**config.mk**
```make
export PLATFORM = sky130hd
export DESIGN_NAME = motor_strike_sequencer
export DESIGN_NICKNAME = d
export VERILOG_FILES = /design/src/hw/rtl/msq_pkg.sv /design/src/hw/rtl/msq_cfg.sv /design/src/hw/rtl/msq_core.sv /design/src/hw/rtl/motor_strike_sequencer.sv
export SDC_FILE = /design/constraint.sdc
export NUM_CORES = 1
export LEC_CHECK = 0
export BUFFER_PORTS_ARGS = -buffer_cell sky130_fd_sc_hd__buf_2
export CORE_UTILIZATION = 35
export CTS_CLUSTER_SIZE = 16
export DETAILED_ROUTE_END_ITERATION = 10
export PLACE_DENSITY = 0.49
export SYNTH_ARGS = -nofsm -noshare
export SYNTH_HDL_FRONTEND = slang
export SYNTH_SLANG_ARGS = --single-unit
```
**constraint.sdc**
```tcl
create_clock -name clk -period 3.9 [get_ports clk]
set_input_delay 0.195 -clock clk [delete_from_list [all_inputs] [get_ports clk]]
set_output_delay 0.195 -clock clk [all_outputs]
set_load 0.02 [all_outputs]
```
**src/hw/rtl/msq_pkg.sv**
```systemverilog
package msq_pkg;

    localparam int DUTY_BITS_DEFAULT = 8;
    localparam int TIME_BITS_DEFAULT = 16;

    localparam int PROFILE_NUM = 5;
    localparam int PROFILE_BITS = 48;
    localparam int DUTY_FIELD_BITS = 8;
    localparam int TIME_FIELD_BITS = 16;

    // Register indexes on the write port
    localparam logic [2:0] REG_PROFILE_ONE = 3'd0;
    localparam logic [2:0] REG_PROFILE_TWO = 3'd1;
    localparam logic [2:0] REG_PROFILE_THREE = 3'd2;
    localparam logic [2:0] REG_PROFILE_FOUR = 3'd3;
    localparam logic [2:0] REG_PROFILE_FIVE = 3'd4;
    localparam logic [2:0] REG_PROFILE_COUNT = 3'd5;
    localparam logic [2:0] REG_MANUAL_DUTY = 3'd6;

    localparam logic [2:0] PROFILE_COUNT_RESET = 3'd5;
    localparam logic [2:0] PROFILE_COUNT_MAX = 3'd5;

    typedef enum logic [2:0] {
        CMD_TICK = 3'd0,
        CMD_PING = 3'd1,
        CMD_STOP = 3'd2,
        CMD_STRIKE = 3'd3,
        CMD_MAN_FWD = 3'd4,
        CMD_MAN_REV = 3'd5,
        CMD_UNKNOWN = 3'd6,
        CMD_LINK_LOST = 3'd7
    } cmd_code_t;

    typedef enum logic [2:0] {
        MODE_IDLE = 3'd0,
        MODE_PULL = 3'd1,
        MODE_FIRE = 3'd2,
        MODE_FWD = 3'd3,
        MODE_REV = 3'd4
    } motor_mode_t;

    typedef enum logic [1:0] {
        DIR_STOP = 2'd0,
        DIR_FWD = 2'd1,
        DIR_REV = 2'd2
    } dir_t;

    typedef enum logic [3:0] {
        REPLY_NONE = 4'd0,
        REPLY_PONG = 4'd1,
        REPLY_STOP_ACK = 4'd2,
        REPLY_STRIKE_ACK = 4'd3,
        REPLY_FWD_ACK = 4'd4,
        REPLY_REV_ACK = 4'd5,
        REPLY_DONE = 4'd6,
        REPLY_BAD_GEAR = 4'd7,
        REPLY_UNKNOWN = 4'd8
    } reply_t;

    typedef struct packed {
        cmd_code_t  mode;
        logic [2:0] gear;
    } cmd_t;

    typedef struct packed {
        logic                       drive_valid;
        dir_t                       drive_dir;
        logic [DUTY_FIELD_BITS-1:0] drive_duty;
        reply_t                     reply_code;
        logic [2:0]                 reply_gear;
    } rsp_t;

    typedef struct packed {
        logic [PROFILE_NUM-1:0][PROFILE_BITS-1:0] profile;
        logic [2:0]                               count;
        logic [DUTY_FIELD_BITS-1:0]               manual_duty;
    } cfg_t;

endpackage

```
**src/hw/rtl/msq_cfg.sv**
```systemverilog
module msq_cfg #(
    parameter int DUTY_BITS = msq_pkg::DUTY_BITS_DEFAULT
) (
    input  logic                            clk,
    input  logic                            rst_n,
    input  logic                            wr_en,
    input  logic [2:0]                      wr_index,
    input  logic [msq_pkg::PROFILE_BITS-1:0] wr_data,
    output msq_pkg::cfg_t                   cfg
);

    localparam int DW = (DUTY_BITS < msq_pkg::DUTY_FIELD_BITS) ?
                        DUTY_BITS : msq_pkg::DUTY_FIELD_BITS;

    logic [msq_pkg::PROFILE_NUM-1:0][msq_pkg::PROFILE_BITS-1:0] profile_reg;
    logic [2:0]    count_reg;
    logic [DW-1:0] manual_reg;

    always_ff @(posedge clk or negedge rst_n)
    begin
        if (!rst_n)
        begin
            profile_reg <= '0;
            count_reg   <= msq_pkg::PROFILE_COUNT_RESET;
            manual_reg  <= '0;
        end
        else if (wr_en)
        begin
            case (wr_index)
                msq_pkg::REG_PROFILE_ONE:   profile_reg[0] <= wr_data;
                msq_pkg::REG_PROFILE_TWO:   profile_reg[1] <= wr_data;
                msq_pkg::REG_PROFILE_THREE: profile_reg[2] <= wr_data;
                msq_pkg::REG_PROFILE_FOUR:  profile_reg[3] <= wr_data;
                msq_pkg::REG_PROFILE_FIVE:  profile_reg[4] <= wr_data;
                msq_pkg::REG_PROFILE_COUNT: count_reg <= wr_data[2:0];
                msq_pkg::REG_MANUAL_DUTY:   manual_reg <= wr_data[DW-1:0];
                default:
                begin
                    // drop writes beyond the register list
                end
            endcase
        end
    end

    always_comb
    begin
        cfg.profile     = profile_reg;
        cfg.count       = count_reg;
        cfg.manual_duty = msq_pkg::DUTY_FIELD_BITS'(manual_reg);
    end

endmodule

```
**src/hw/rtl/msq_core.sv**
```systemverilog
module msq_core #(
    parameter int DUTY_BITS = msq_pkg::DUTY_BITS_DEFAULT,
    parameter int TIME_BITS = msq_pkg::TIME_BITS_DEFAULT
) (
    input  logic          clk,
    input  logic          rst_n,
    input  logic          advance,
    input  msq_pkg::cmd_t item,
    input  msq_pkg::cfg_t cfg,
    output msq_pkg::rsp_t res
);

    localparam int DW = (DUTY_BITS < msq_pkg::DUTY_FIELD_BITS) ?
                        DUTY_BITS : msq_pkg::DUTY_FIELD_BITS;
    localparam int TW = (TIME_BITS < msq_pkg::TIME_FIELD_BITS) ?
                        TIME_BITS : msq_pkg::TIME_FIELD_BITS;
    localparam logic [msq_pkg::DUTY_FIELD_BITS-1:0] DUTY_MASK =
        msq_pkg::DUTY_FIELD_BITS'((1 << DW) - 1);

    msq_pkg::motor_mode_t mode_reg, mode_next;
    logic [2:0]           gear_reg, gear_next;
    logic [TW-1:0]        phase_reg, phase_next;

    logic [2:0]                       count;
    logic [2:0]                       req_idx, act_idx;
    logic [msq_pkg::PROFILE_BITS-1:0] req_prof, act_prof;

    always_ff @(posedge clk or negedge rst_n)
    begin
        if (!rst_n)
        begin
            mode_reg  <= msq_pkg::MODE_IDLE;
            gear_reg  <= '0;
            phase_reg <= '0;
        end
        else if (advance)
        begin
            mode_reg  <= mode_next;
            gear_reg  <= gear_next;
            phase_reg <= phase_next;
        end
    end

    always_comb
    begin
        count = (cfg.count > msq_pkg::PROFILE_COUNT_MAX) ? msq_pkg::PROFILE_COUNT_MAX
                                                         : cfg.count;
        // gears outside 1..5 fall back to the first profile
        req_idx  = (item.gear >= 3'd1 && item.gear <= 3'd5) ? item.gear - 3'd1 : 3'd0;
        act_idx  = (gear_reg >= 3'd1 && gear_reg <= 3'd5) ? gear_reg - 3'd1 : 3'd0;
        req_prof = cfg.profile[req_idx];
        act_prof = cfg.profile[act_idx];
    end

    always_comb
    begin
        mode_next  = mode_reg;
        gear_next  = gear_reg;
        phase_next = phase_reg;
        res        = '0;

        unique case (item.mode)
            msq_pkg::CMD_TICK:
            begin
                if (mode_reg == msq_pkg::MODE_PULL || mode_reg == msq_pkg::MODE_FIRE)
                begin
                    if (phase_reg > TW'(1))
                    begin
                        phase_next = phase_reg - TW'(1);
                    end
                    else if (mode_reg == msq_pkg::MODE_PULL)
                    begin
                        mode_next       = msq_pkg::MODE_FIRE;
                        phase_next      = act_prof[TW-1:0];
                        res.drive_valid = 1'b1;
                        res.drive_dir   = msq_pkg::DIR_FWD;
                        res.drive_duty  = act_prof[23:16] & DUTY_MASK;
                    end
                    else
                    begin
                        mode_next       = msq_pkg::MODE_IDLE;
                        gear_next       = '0;
                        phase_next      = '0;
                        res.drive_valid = 1'b1;
                        res.reply_code  = msq_pkg::REPLY_DONE;
                        res.reply_gear  = gear_reg;
                    end
                end
            end
            msq_pkg::CMD_PING:
            begin
                res.reply_code = msq_pkg::REPLY_PONG;
            end
            msq_pkg::CMD_STOP:
            begin
                mode_next       = msq_pkg::MODE_IDLE;
                gear_next       = '0;
                phase_next      = '0;
                res.drive_valid = 1'b1;
                res.reply_code  = msq_pkg::REPLY_STOP_ACK;
            end
            msq_pkg::CMD_STRIKE:
            begin
                if (item.gear == 3'd0 || item.gear > count)
                begin
                    res.reply_code = msq_pkg::REPLY_BAD_GEAR;
                end
                else
                begin
                    mode_next       = msq_pkg::MODE_PULL;
                    gear_next       = item.gear;
                    phase_next      = req_prof[24 +: TW];
                    res.drive_valid = 1'b1;
                    res.drive_dir   = msq_pkg::DIR_REV;
                    res.drive_duty  = req_prof[47:40] & DUTY_MASK;
                    res.reply_code  = msq_pkg::REPLY_STRIKE_ACK;
                    res.reply_gear  = item.gear;
                end
            end
            msq_pkg::CMD_MAN_FWD:
            begin
                mode_next       = msq_pkg::MODE_FWD;
                gear_next       = '0;
                phase_next      = '0;
                res.drive_valid = 1'b1;
                res.drive_dir   = msq_pkg::DIR_FWD;
                res.drive_duty  = cfg.manual_duty;
                res.reply_code  = msq_pkg::REPLY_FWD_ACK;
            end
            msq_pkg::CMD_MAN_REV:
            begin
                mode_next       = msq_pkg::MODE_REV;
                gear_next       = '0;
                phase_next      = '0;
                res.drive_valid = 1'b1;
                res.drive_dir   = msq_pkg::DIR_REV;
                res.drive_duty  = cfg.manual_duty;
                res.reply_code  = msq_pkg::REPLY_REV_ACK;
            end
            msq_pkg::CMD_UNKNOWN:
            begin
                res.reply_code = msq_pkg::REPLY_UNKNOWN;
            end
            msq_pkg::CMD_LINK_LOST:
            begin
                // stop and clear, no reply
                mode_next       = msq_pkg::MODE_IDLE;
                gear_next       = '0;
                phase_next      = '0;
                res.drive_valid = 1'b1;
            end
        endcase
    end

endmodule

```
**src/hw/rtl/motor_strike_sequencer.sv**
```systemverilog
// Channel   Direction  Handshake              Payload
// cmd       in         cmd_valid / cmd_stall  msq_pkg::cmd_t (mode, gear)
// rsp       out        rsp_valid / rsp_stall  msq_pkg::rsp_t (drive and reply)
// wr        in         wr_en                  wr_index, wr_data (48 bits)
//
// One request per cycle sustained while rsp_stall stays low; a taken request passes
// through the input register, then the result register, with the mode update
// done in the logic between them. Every request yields exactly one response.
// Reset (rst_n low, asynchronous) empties both registers, sets the motor idle and
// restores register defaults; no clearing pass follows.
// A stalled response holds; cmd_stall rises only while both registers are full.
module motor_strike_sequencer #(
    parameter int DUTY_BITS = msq_pkg::DUTY_BITS_DEFAULT,
    parameter int TIME_BITS = msq_pkg::TIME_BITS_DEFAULT
) (
    input  logic                             clk,
    input  logic                             rst_n,
    input  logic                             cmd_valid,
    output logic                             cmd_stall,
    input  msq_pkg::cmd_t                    cmd,
    output logic                             rsp_valid,
    input  logic                             rsp_stall,
    output msq_pkg::rsp_t                    rsp,
    input  logic                             wr_en,
    input  logic [2:0]                       wr_index,
    input  logic [msq_pkg::PROFILE_BITS-1:0] wr_data
);

    msq_pkg::cfg_t cfg;
    msq_pkg::cmd_t s1_item_reg;
    msq_pkg::rsp_t rsp_item_reg, core_res;
    logic          s1_valid_reg, s1_valid_next;
    logic          rsp_valid_reg, rsp_valid_next;
    logic          take, advance;

    msq_cfg #(
        .DUTY_BITS(DUTY_BITS)
    ) u_cfg (
        .clk      (clk),
        .rst_n    (rst_n),
        .wr_en    (wr_en),
        .wr_index (wr_index),
        .wr_data  (wr_data),
        .cfg      (cfg)
    );

    msq_core #(
        .DUTY_BITS(DUTY_BITS),
        .TIME_BITS(TIME_BITS)
    ) u_core (
        .clk     (clk),
        .rst_n   (rst_n),
        .advance (advance),
        .item    (s1_item_reg),
        .cfg     (cfg),
        .res     (core_res)
    );

    always_comb
    begin
        // move the held request on whenever the result register frees up
        advance   = s1_valid_reg && (!rsp_valid_reg || !rsp_stall);
        cmd_stall = s1_valid_reg && !advance;
        take      = cmd_valid && !cmd_stall;

        s1_valid_next = take || (s1_valid_reg && !advance);
        rsp_valid_next = advance || (rsp_valid_reg && rsp_stall);
    end

    always_ff @(posedge clk or negedge rst_n)
    begin
        if (!rst_n)
        begin
            s1_valid_reg  <= 1'b0;
            rsp_valid_reg <= 1'b0;
            s1_item_reg   <= '0;
        end
        else
        begin
            s1_valid_reg  <= s1_valid_next;
            rsp_valid_reg <= rsp_valid_next;
            if (take)
            begin
                s1_item_reg <= cmd;
            end
        end
    end

    always_ff @(posedge clk)
    begin
        if (advance)
        begin
            rsp_item_reg <= core_res;
        end
    end

    assign rsp_valid = rsp_valid_reg;
    assign rsp       = rsp_item_reg;

endmodule

```
==> flow_metrics.env, run 1 <==
export IMPL_dp_hpwl_microns=27900
export IMPL_path_clk_slew_ns=0.06
export IMPL_initial_core_util_pct=35.5
export IMPL_cp_required_ns=4.40
export IMPL_netlist_area_sq_um=14500
export IMPL_r2r_setup_slack_ns=0.81
export IMPL_synth_edf_count=18
export IMPL_fillers=3961
export IMPL_slew_viol_final=0
export IMPL_grt_max_degree=112
export IMPL_synth_nets=1270
export IMPL_cts_num_sinks=299
export IMPL_routedWlPerCell_microns=22.2
export IMPL_tns_ns=0
export IMPL_port_buffers=81
export IMPL_timing_rr_end="u_core.phase_reg[0]"
export IMPL_detailedPlace_worstSlack_ns=0.757
export IMPL_ir_drop_v=0.000282
export IMPL_synth_top_area_share_pct=48.0
export IMPL_drv_cap=0
export IMPL_drtIter0Drc=592
export IMPL_die_h_microns=206
export IMPL_insertion_delay_ns=0.57
export IMPL_seq_area_frac_synth_pct=52.1
export IMPL_dr_pass1_iters=5
export IMPL_synthToLayoutAreaGrowth_pct=19.2
export IMPL_grt_pass1_wl_microns=65400
export IMPL_min_path_cells=2
export IMPL_ios=82
export IMPL_netlist_instances=1198
export IMPL_grt_pass1_vias=10600
export IMPL_cts_max_level=2
export IMPL_min_delay_start="wr_data[4]"
export IMPL_critPathBufInv=1
export IMPL_drive_gt1_share_pct=34.0
export IMPL_grt_overflow=0
export IMPL_cts_root_buf="clkbuf_16"
export IMPL_largest_reg_flops=240
export IMPL_ys_ff_latch=299
export IMPL_vias=10400
export IMPL_drt_wl_total_microns=41900
export IMPL_synth_most_common_cell="dfrtp_1"
export IMPL_worstPathMaxFanout=16
export IMPL_skew_ns=0.0241
export IMPL_ys_top_cells_by_area="dfrtp_1, mux2_2, edfxtp_1"
export IMPL_grt_antenna_before_repair=0
export IMPL_rsz0062_at_grt="false"
export IMPL_tritoncts="yes"
export IMPL_yosys_most_used_dff="dfrtp_1"
export IMPL_status="completed"
export IMPL_hold_ws_ns=0.0202
export IMPL_period_share_pct=79.3
export IMPL_pwr_density_cell_nw_per_um2=633
export IMPL_yosysWarnings=0
export IMPL_path_class="reg -> reg"
export IMPL_hold_violations=0
export IMPL_ys_top_cells_by_count="dfrtp_1, mux2_2, nand2_1"
export IMPL_drc_errors=0
export IMPL_layout_setup_ws_ns=0.806
export IMPL_synth_cell_type_count=73
export IMPL_worstSetupPathDepth=7
export IMPL_numCtsBuffers=36
export IMPL_worst_pin_slew_ns=1.03
export IMPL_reg2reg_from="s1_item_reg[1]"
export IMPL_core_sq_um=40900
export IMPL_min_period_ns=3.09
export IMPL_rows=74
export IMPL_finalSetupViolCount=0
export IMPL_path_cells="inv_1 > ha_1 > or3_1 > a22oi_2 > a21oi_1 > a211oi_1 > o32a_1"
export IMPL_fmax_ghz=0.323
export IMPL_ant_nets=0
export IMPL_ctsResizeCount=0
export IMPL_start_kind="flip-flop"
export IMPL_grtUsageTotal_pct=20.5
export IMPL_cp_top_family="compound AO/OA/AOI/OAI gates"
export IMPL_synth_top_area_cell="dfrtp_1"
export IMPL_fp_dieW_microns=206
export IMPL_vias_per_cell=5.52
export IMPL_cp_end_kind="flip-flop"
export IMPL_crit_slowest_cell="a22oi_2"
export IMPL_hp_class="in -> reg"
export IMPL_dieArea_sq_um=42300
export IMPL_cp_arrival_ns=3.59
export IMPL_leakage_uw=0.00719
export IMPL_hold_end="u_cfg.manual_reg[4]"
export IMPL_globalplace_congestion=0.830
export IMPL_nets=1403
export IMPL_slowest_delay_ns=0.78
export IMPL_clockBufferDepth=3
export IMPL_syn_area_per_cell_sq_um=12.1
export IMPL_async_flop_share_pct=94.0
export IMPL_r2r_cells=7
export IMPL_slew_limit_headroom_pct=31.2
==> cell usage in the layout (no fill, tap or decap), types with 9 or more instances in the layout <==
master	instances
a211oi_1	9
a21o_1	15
a21oi_1	30
a221oi_1	10
a22o_1	37
a31oi_1	14
a32oi_1	18
and2_1	15
buf_2	80
buf_4	33
clkbuf_1	9
clkbuf_16	37
dfrtp_1	278
dlygate4sd3_1	54
edfxtp_1	18
ha_1	10
inv_1	18
mux2_2	265
mux2i_1	12
nand2_1	89
nand2b_1	15
nand3_1	32
nand3b_1	17
nor2_1	27
nor2b_1	9
nor4_1	11
o21ai_0	31
o22ai_1	12
or3_1	9
==> logic make-up (layout without fill, tap and decap cells) <==
family,count (synthesis),after routing,share of synthesized area (%)
muxes,277,277,21.4
adders and majority gates,10,10,0.861
AOI/OAI and AO/OA,242,242,12.3
buffers and inverters,93,252,2.83
DFF,299,299,52.1
other,0,1,0
xor gates and xnor gates,8,8,0.482
and+or+nand+nor,269,269,10.0
==> what timing repair did <==
action	in CTS	in global routing
endpoints found under the hold margin	329	0
setup buffers	0	0
hold buffers	54	0
==> metal layers <==
layer / track usage (%) / vias up / share of wire, %
li1: - / 4756 / -
met1: 28.6 / 5361 / 48
met4: 7.80 / 0 / 3.1
met3: 2.58 / 71 / 3.4
met2: 32.2 / 242 / 46
met5: 0 / - / 0
==> power breakdown <==
group          leakage, uW  switching [uW]  internal (uW)  total [uW]
clock             0.000592            1380           2030        3400
sequential         0.00355             561           3850        4410
combinational      0.00305            1730           1430        3160
==> cell type report <==
type / instances / area [sq um] / share of cell area (%)
Timing Repair Buffer: 170 / 1240 / 7.18
Tap cell: 532 / 666 / 3.84
Sequential cell: 299 / 7580 / 43.7
Inverter: 18 / 67.6 / 0.390
Antenna cell: 1 / 2.50 / 0.0144
Clock inverter: 11 / 135 / 0.780
Clock buffer: 53 / 1060 / 6.10
Multi-Input combinational cell: 806 / 6580 / 38.0
==> worst register-to-register path, stage by stage (launching register included) <==
cell and delay, ns:
dfrtp_1 0.64, inv_1 0.16, ha_1 0.30, or3_1 0.39
a22oi_2 0.78, a21oi_1 0.08, a211oi_1 0.47, o32a_1 0.23
==> worst max path at each step <==
stage                                       to                from  slack [ns]
final                      u_core.phase_reg[0]      s1_item_reg[1]        0.81
after global routing      u_core.phase_reg[14]      s1_item_reg[1]        0.61
after CTS                 u_core.phase_reg[14]      s1_item_reg[1]        0.73
after detailed placement   u_core.phase_reg[0]      s1_item_reg[1]        0.76
after global placement    u_core.phase_reg[14]      s1_item_reg[1]        0.75
after floorplan            u_core.phase_reg[7]  u_core.gear_reg[0]        1.16
==> through the flow <==
stage | total power (uW) | util [%] | std cells | cell area, sq um
after global placement | 7550 | 38.1 | 1771 | 15600
after global routing | 11500 | 42.3 | 1889 | 17300
after CTS | 11100 | 42.3 | 1889 | 17300
after detailed placement | 7580 | 38.1 | 1771 | 15600
final | 11000 | 42.3 | 1890 | 17300
after floorplan | 6510 | - | 1198 | 14500
(Power assumes the default switching activity.)
==> run 2: changes to the inputs <==
--- a/config.mk
+++ b/config.mk
@@ -5,6 +5,7 @@
 export SDC_FILE = /design/constraint.sdc
 export NUM_CORES = 1
 export LEC_CHECK = 0
+export ABC_AREA = 1
 export BUFFER_PORTS_ARGS = -buffer_cell sky130_fd_sc_hd__buf_2
 export CORE_UTILIZATION = 35
 export CTS_CLUSTER_SIZE = 16
==> constraint.sdc (replaced) <==
create_clock -name clk -period 3 [get_ports clk]
set_input_delay 0.15 -clock clk [delete_from_list [all_inputs] [get_ports clk]]
set_output_delay 0.15 -clock clk [all_outputs]
set_load 0.02 [all_outputs]
==> run 2 against run 1 <==
Against the previous run:
- the flow now finishes with violations (DRC)
- register-to-register slack got worse by 0.45 ns
- sequential power grew 23%
- design area decreased by 1.4%
- clock skew is 0.0049 ns higher
- area after synthesis down 0.52%
- routed wire length down 2.0%
- utilization down 0.39 points
- cell count rose by 31%
- critical path depth increased by 6
- combinational power rose by 47%
- non-clock buffer count is 1 lower
- worst hold slack improved by 0.033 ns
==> flow_metrics.env, run 2 <==
export IMPL_status="finished with violations"
export IMPL_violations="DRC"
export IMPL_ios=82
export IMPL_fp_dieW_microns=205
export IMPL_grt_pass1_wl_microns=67000
export IMPL_synth_nets=1877
export IMPL_dp_hpwl_microns=25900
export IMPL_initial_core_util_pct=35.5
export IMPL_nets=1981
export IMPL_die_h_microns=205
export IMPL_cts_max_level=2
export IMPL_grt_pass1_vias=11900
export IMPL_rsz0062_at_grt="false"
export IMPL_cp_arrival_ns=3.09
export IMPL_worstPathMaxFanout=18
export IMPL_leakage_uw=0.00843
export IMPL_insertion_delay_ns=0.55
export IMPL_skew_ns=0.0291
export IMPL_drtIter0Drc=836
export IMPL_globalplace_congestion=0.852
export IMPL_async_flop_share_pct=94.0
export IMPL_drc_errors=1
export IMPL_power_frac_clock_pct=30.2
export IMPL_hp_class="in -> reg"
export IMPL_cts_num_sinks=299
export IMPL_vias_per_cell=4.88
export IMPL_tritoncts="yes"
export IMPL_fin_util_pct=41.9
export IMPL_numCtsBuffers=37
export IMPL_pwr_density_cell_nw_per_um2=844
export IMPL_final_cell_mix="nand2_1, dfrtp_1, o21ai_0"
export IMPL_synth_cell_type_count=50
export IMPL_drive_gt1_share_pct=11.8
export IMPL_finalSetupViolCount=0
export IMPL_synth_most_common_cell="nand2_1"
export IMPL_ys_top_cells_by_count="nand2_1, dfrtp_1, o21ai_0"
export IMPL_grtUsageTotal_pct=20.4
export IMPL_drv_cap=0
export IMPL_dieArea_sq_um=42100
export IMPL_synthToLayoutAreaGrowth_pct=18.2
export IMPL_fmax_ghz=0.378
export IMPL_cts_setup_buffers=0
export IMPL_hold_violations=0
export IMPL_port_buffers=81
export IMPL_synth_top_area_cell="dfrtp_1"
export IMPL_cp_top_family="simple AND/OR/NAND/NOR gates"
export IMPL_p_int_uw=9090
export IMPL_crit_slowest_cell="dfstp_2"
export IMPL_yosys_most_used_dff="dfrtp_1"
export IMPL_path_clk_slew_ns=0.06
export IMPL_slowest_delay_ns=0.54
export IMPL_worst_pin_slew_ns=1.03
export IMPL_slew_viol_final=0
export IMPL_period_share_pct=88.2
export IMPL_slew_limit_headroom_pct=31.2
export IMPL_grt_max_degree=97
export IMPL_syn_area_per_cell_sq_um=8.01
export IMPL_cp_end_kind="flip-flop"
export IMPL_ys_top_cells_by_area="dfrtp_1, nand2_1, o21ai_0"
export IMPL_combPwrFrac_pct=32.2
export IMPL_num_antenna_cells=0
export IMPL_seq_area_frac_synth_pct=52.4
export IMPL_path_class="reg -> reg"
export IMPL_grt_overflow=0
export IMPL_switching_share_pct=37.0
export IMPL_core_sq_um=40700
export IMPL_p_switching_uw=5330
export IMPL_rows=74
export IMPL_cp_required_ns=3.45
export IMPL_final_common_cell="nand2_1"
export IMPL_drt_wl_total_microns=41100
export IMPL_synth_edf_count=18
export IMPL_clockBufferDepth=3
export IMPL_path_cells="inv_1 > ha_1 > a21oi_1 > o21ai_0 > nand2_1 > o21ai_0 > nand2_1 > nand2_2 > inv_4 > nand2_4 > nor2_4 > nor2_1 > a21oi_1"
export IMPL_cts_root_buf="clkbuf_16"
export IMPL_grt_antenna_before_repair=0
export IMPL_ant_nets=0
export IMPL_fin_area_sq_um=17100
export IMPL_largest_reg_flops=240
export IMPL_synth_top_area_share_pct=48.3
export IMPL_vias=12000
export IMPL_netlist_instances=1805
export IMPL_start_kind="flip-flop"
export IMPL_yosysWarnings=0
export IMPL_tns_ns=0
export IMPL_seqPwrFrac_pct=37.5
export IMPL_routedWlPerCell_microns=16.6
export IMPL_dr_pass1_iters=8
export IMPL_ys_ff_latch=299
export IMPL_dpl_cell_area_sq_um=15400
export IMPL_min_period_ns=2.65
export IMPL_ir_drop_v=0.000370
export IMPL_critPathBufInv=2
export IMPL_netlist_area_sq_um=14500
## run 2: changes by cell type in the layout (fill, tap and decap cells not counted), sizes merged, moves of 16 or more
cell,change
nor4,-16
nor2,+32
o21ai,+257
nand3,+106
mux2,-264
or2,+16
inv,+136
a32oi,-18
o2111ai,+16
a21oi,+50
nand3b,-16
a22o,-34
nand2,+504
## run 2: final timing paths
check,cells past startpoint,endpoint,slack (ns),from
setup / recovery,13,u_core.gear_reg[0],0.35,u_cfg.count_reg[2]
hold / removal,3,u_cfg.cfg[206],0.05,wr_data[3]
setup reg to reg,13,u_core.gear_reg[0],0.35,u_cfg.count_reg[2]
hold reg to reg,2,u_cfg.cfg[97],0.47,u_cfg.cfg[97]
max in group asynchronous,3,s1_item_reg[5],1.82,rst_n
min in group asynchronous,2,u_cfg.cfg[168],0.19,rst_n
## run 2: cell type report
| cell class | instances | area (sq um) |
|---|---|---|
| fill | 4263 | 23700 |
| sequential | 299 | 7580 |
| multi-input combinational | 1242 | 5810 |
| timing repair buffer | 169 | 1250 |
| clock buffer | 59 | 1110 |
| tap | 532 | 666 |
| inverter | 160 | 604 |
| clock inverter | 7 | 73.8 |
## run 2: cell families after synthesis
group / share of synthesized area [%]
adders and majority gates: 0.866
and+or+nand+nor: 23.6
AOI/OAI and AO/OA: 14.9
DFF: 52.4
muxes: 0.0779
buffers and inverters: 7.70
xor gates and xnor gates: 0.416
## run 2: layer usage
metal  wire length, microns  share of wire [%]  GRT usage [%]
met1                  19700                 48           28.6
met2                  19100                 47           33.0
met3                   1480                3.6           2.50
met4                    789                1.9           5.71
met5                      0                  0              0
## run 2: repair_timing
item,4_1_cts,5_1_grt
setup endpoints to repair,0,0
hold buffers,53,0
gates resized for setup,0,0
endpoints found under the hold margin,296,0
## run 2: per-stage QoR
stage	std cells	worst slack, ns	total power [uW]	hold slack [ns]
detailed placement	2349	0.405	10100	0.257
floorplan	1805	0.613	8680	-0.146
global placement	2349	0.475	10100	0.260
CTS	2468	0.354	14600	0.0204
global route	2468	0.134	15500	0.0743
finish	2468	0.354	14400	0.0531
## run 2: power by group through the flow
stage | sequential, uW | clock, uW | combinational (uW)
2_1_floorplan | 5370 | 0 | 3310
3_3_place_gp | 5460 | 0 | 4600
3_5_place_dp | 5470 | 0 | 4660
4_1_cts | 5410 | 4480 | 4720
5_1_grt | 5520 | 4630 | 5350
6_report | 5410 | 4360 | 4650
## run 2: tightest hold or removal path, stage by stage
cell,delay (ns)
buf_2,0.09
inv_1,0.13
o21ai_0,0.19
==> run 3: changes to the inputs <==
--- a/config.mk
+++ b/config.mk
@@ -5,7 +5,6 @@
 export SDC_FILE = /design/constraint.sdc
 export NUM_CORES = 1
 export LEC_CHECK = 0
-export ABC_AREA = 1
 export BUFFER_PORTS_ARGS = -buffer_cell sky130_fd_sc_hd__buf_2
 export CORE_UTILIZATION = 35
 export CTS_CLUSTER_SIZE = 16
==> run 3 against run 2 <==
Against the previous run:
- routed wire length rose by 3.2%
- worst setup slack got worse by 0.084 ns
- fmax fell by 3.1%
- via count fell by 13%
- count of clock-buffer cells in the layout fell by 7
- power rose by 0.33%
- first-iteration DRC count fell by 30%
- the run now ends clean
- sequential share of layout area fell by 1.3 points
- largest cell class unchanged
- die area rose by 0.51%
==> flow_metrics.env, run 3 (same netlist as run 1, synthesis figures left out) <==
export IMPL_status="completed"
export IMPL_p_switching_uw=4700
export IMPL_cp_arrival_ns=3.22
export IMPL_grt_max_degree=97
export IMPL_cts_root_buf="clkbuf_16"
export IMPL_start_kind="flip-flop"
export IMPL_worst_pin_slew_ns=0.957
export IMPL_clockBufferDepth=3
export IMPL_insertion_delay_ns=0.55
export IMPL_final_cell_mix="dfrtp_1, mux2_2, nand2_1"
export IMPL_routedWlPerCell_microns=22.2
export IMPL_fp_dieW_microns=206
export IMPL_path_class="reg -> reg"
export IMPL_synthToLayoutAreaGrowth_pct=21.1
export IMPL_period_share_pct=91.0
export IMPL_drt_wl_total_microns=42400
export IMPL_combPwrFrac_pct=29.0
export IMPL_worstPathMaxFanout=18
export IMPL_grt_pass1_wl_microns=66700
export IMPL_dpl_cell_area_sq_um=15800
export IMPL_grtUsageTotal_pct=20.9
export IMPL_dr_pass1_iters=5
export IMPL_drv_cap=0
export IMPL_grt_pass1_vias=10500
export IMPL_crit_slowest_cell="dfrtp_1"
export IMPL_path_clk_slew_ns=0.06
export IMPL_dp_hpwl_microns=27600
export IMPL_fin_area_sq_um=17600
export IMPL_p_int_uw=9770
export IMPL_layout_setup_ws_ns=0.270
export IMPL_pwr_density_cell_nw_per_um2=822
export IMPL_critPathBufInv=1
export IMPL_slew_viol_final=0
export IMPL_fin_cells=1909
export IMPL_slew_limit_headroom_pct=36.2
export IMPL_seqPwrFrac_pct=39.2
export IMPL_grt_overflow=0
export IMPL_core_sq_um=40900
export IMPL_finalSetupViolCount=0
export IMPL_leakage_uw=0.00734
export IMPL_cp_required_ns=3.49
export IMPL_fmax_ghz=0.366
export IMPL_largest_reg_flops=240
export IMPL_num_antenna_cells=0
export IMPL_globalplace_congestion=0.856
export IMPL_rsz0062_at_grt="false"
export IMPL_final_common_cell="dfrtp_1"
export IMPL_dp_cells=1790
export IMPL_skew_ns=0.0211
export IMPL_grt_antenna_before_repair=0
export IMPL_power_frac_clock_pct=31.8
export IMPL_switching_share_pct=32.5
export IMPL_min_period_ns=2.73
export IMPL_vias=10400
export IMPL_drive_gt1_share_pct=35.0
export IMPL_drtIter0Drc=582
export IMPL_cp_top_family="compound AO/OA/AOI/OAI gates"
export IMPL_cts_max_level=2
export IMPL_drc_errors=0
export IMPL_rows=74
export IMPL_tritoncts="yes"
export IMPL_dieArea_sq_um=42300
export IMPL_nets=1423
export IMPL_cp_end_kind="flip-flop"
export IMPL_tns_ns=0
export IMPL_hp_class="in -> reg"
export IMPL_path_cells="ha_1 > nor4_1 > a211o_1 > buf_4 > nand2_1 > a311o_1 > a211oi_1 > or3_1"
export IMPL_ir_drop_v=0.000370
export IMPL_ios=82
export IMPL_initial_core_util_pct=35.5
export IMPL_ant_nets=0
export IMPL_cts_num_sinks=299
export IMPL_detailedPlace_worstSlack_ns=0.276
export IMPL_ctsResizeCount=0
export IMPL_die_h_microns=206
export IMPL_vias_per_cell=5.46
export IMPL_numCtsBuffers=37
export IMPL_hold_violations=0
export IMPL_port_buffers=81
export IMPL_slowest_delay_ns=0.47
[run 3: repair_timing]
item                                   CTS  global route
hold buffers                            54             0
setup buffers                            0             0
endpoints found under the hold margin  511             0
[run 3: power by group through the flow]
stage / Combinational, uW / Sequential, uW / Clock (uW)
2_1_floorplan: 2920 / 5540 / 0
6_report: 4190 / 5670 / 4600
4_1_cts: 4210 / 5670 / 4720
5_1_grt: 4600 / 5810 / 4900
3_3_place_gp: 4120 / 5730 / 0
3_5_place_dp: 4150 / 5740 / 0
[run 3: metal layers]
layer | global-route usage [%] | wire length (microns) | vias to the layer above
li1 | - | - | 4793
met1 | 30.6 | 20700 | 5362
met2 | 31.8 | 19100 | 217
met3 | 3.39 | 1670 | 53
met4 | 5.63 | 941 | 0
met5 | 0 | 0 | -
[run 3: through the flow]
step / hold WS, ns / utilization [%] / power [uW]
after floorplan: -0.146 / - / 8460
after global placement: 0.0317 / 38.7 / 9840
after detailed placement: 0.0373 / 38.7 / 9880
after CTS: 0.00251 / 43.0 / 14600
after global routing: 0.0000614 / 43.0 / 15300
final: 0.0151 / 43.0 / 14500
[run 3: area by class of cell]
type / count / area (sq um)
Inverter: 18 / 67.6
Tap cell: 532 / 666
Fill cell: 3928 / 23300
Multi-Input combinational cell: 806 / 6580
Timing Repair Buffer: 189 / 1470
Clock inverter: 13 / 168
Sequential cell: 299 / 7580
Clock buffer: 52 / 1070
[run 3: worst paths after layout]
check	from	to	slack, ns	cells past startpoint
hold reg to reg	s1_valid_reg	rsp_valid	0.49	1
setup / recovery	u_core.gear_reg[0]	u_core.phase_reg[3]	0.27	8
hold / removal	wr_data[0]	u_cfg.cfg[155]	0.02	2
max in group asynchronous	rst_n	u_cfg.cfg[198]	2.08	3
min in group asynchronous	rst_n	u_cfg.cfg[67]	0.06	2
setup reg to reg	u_core.gear_reg[0]	u_core.phase_reg[3]	0.27	8
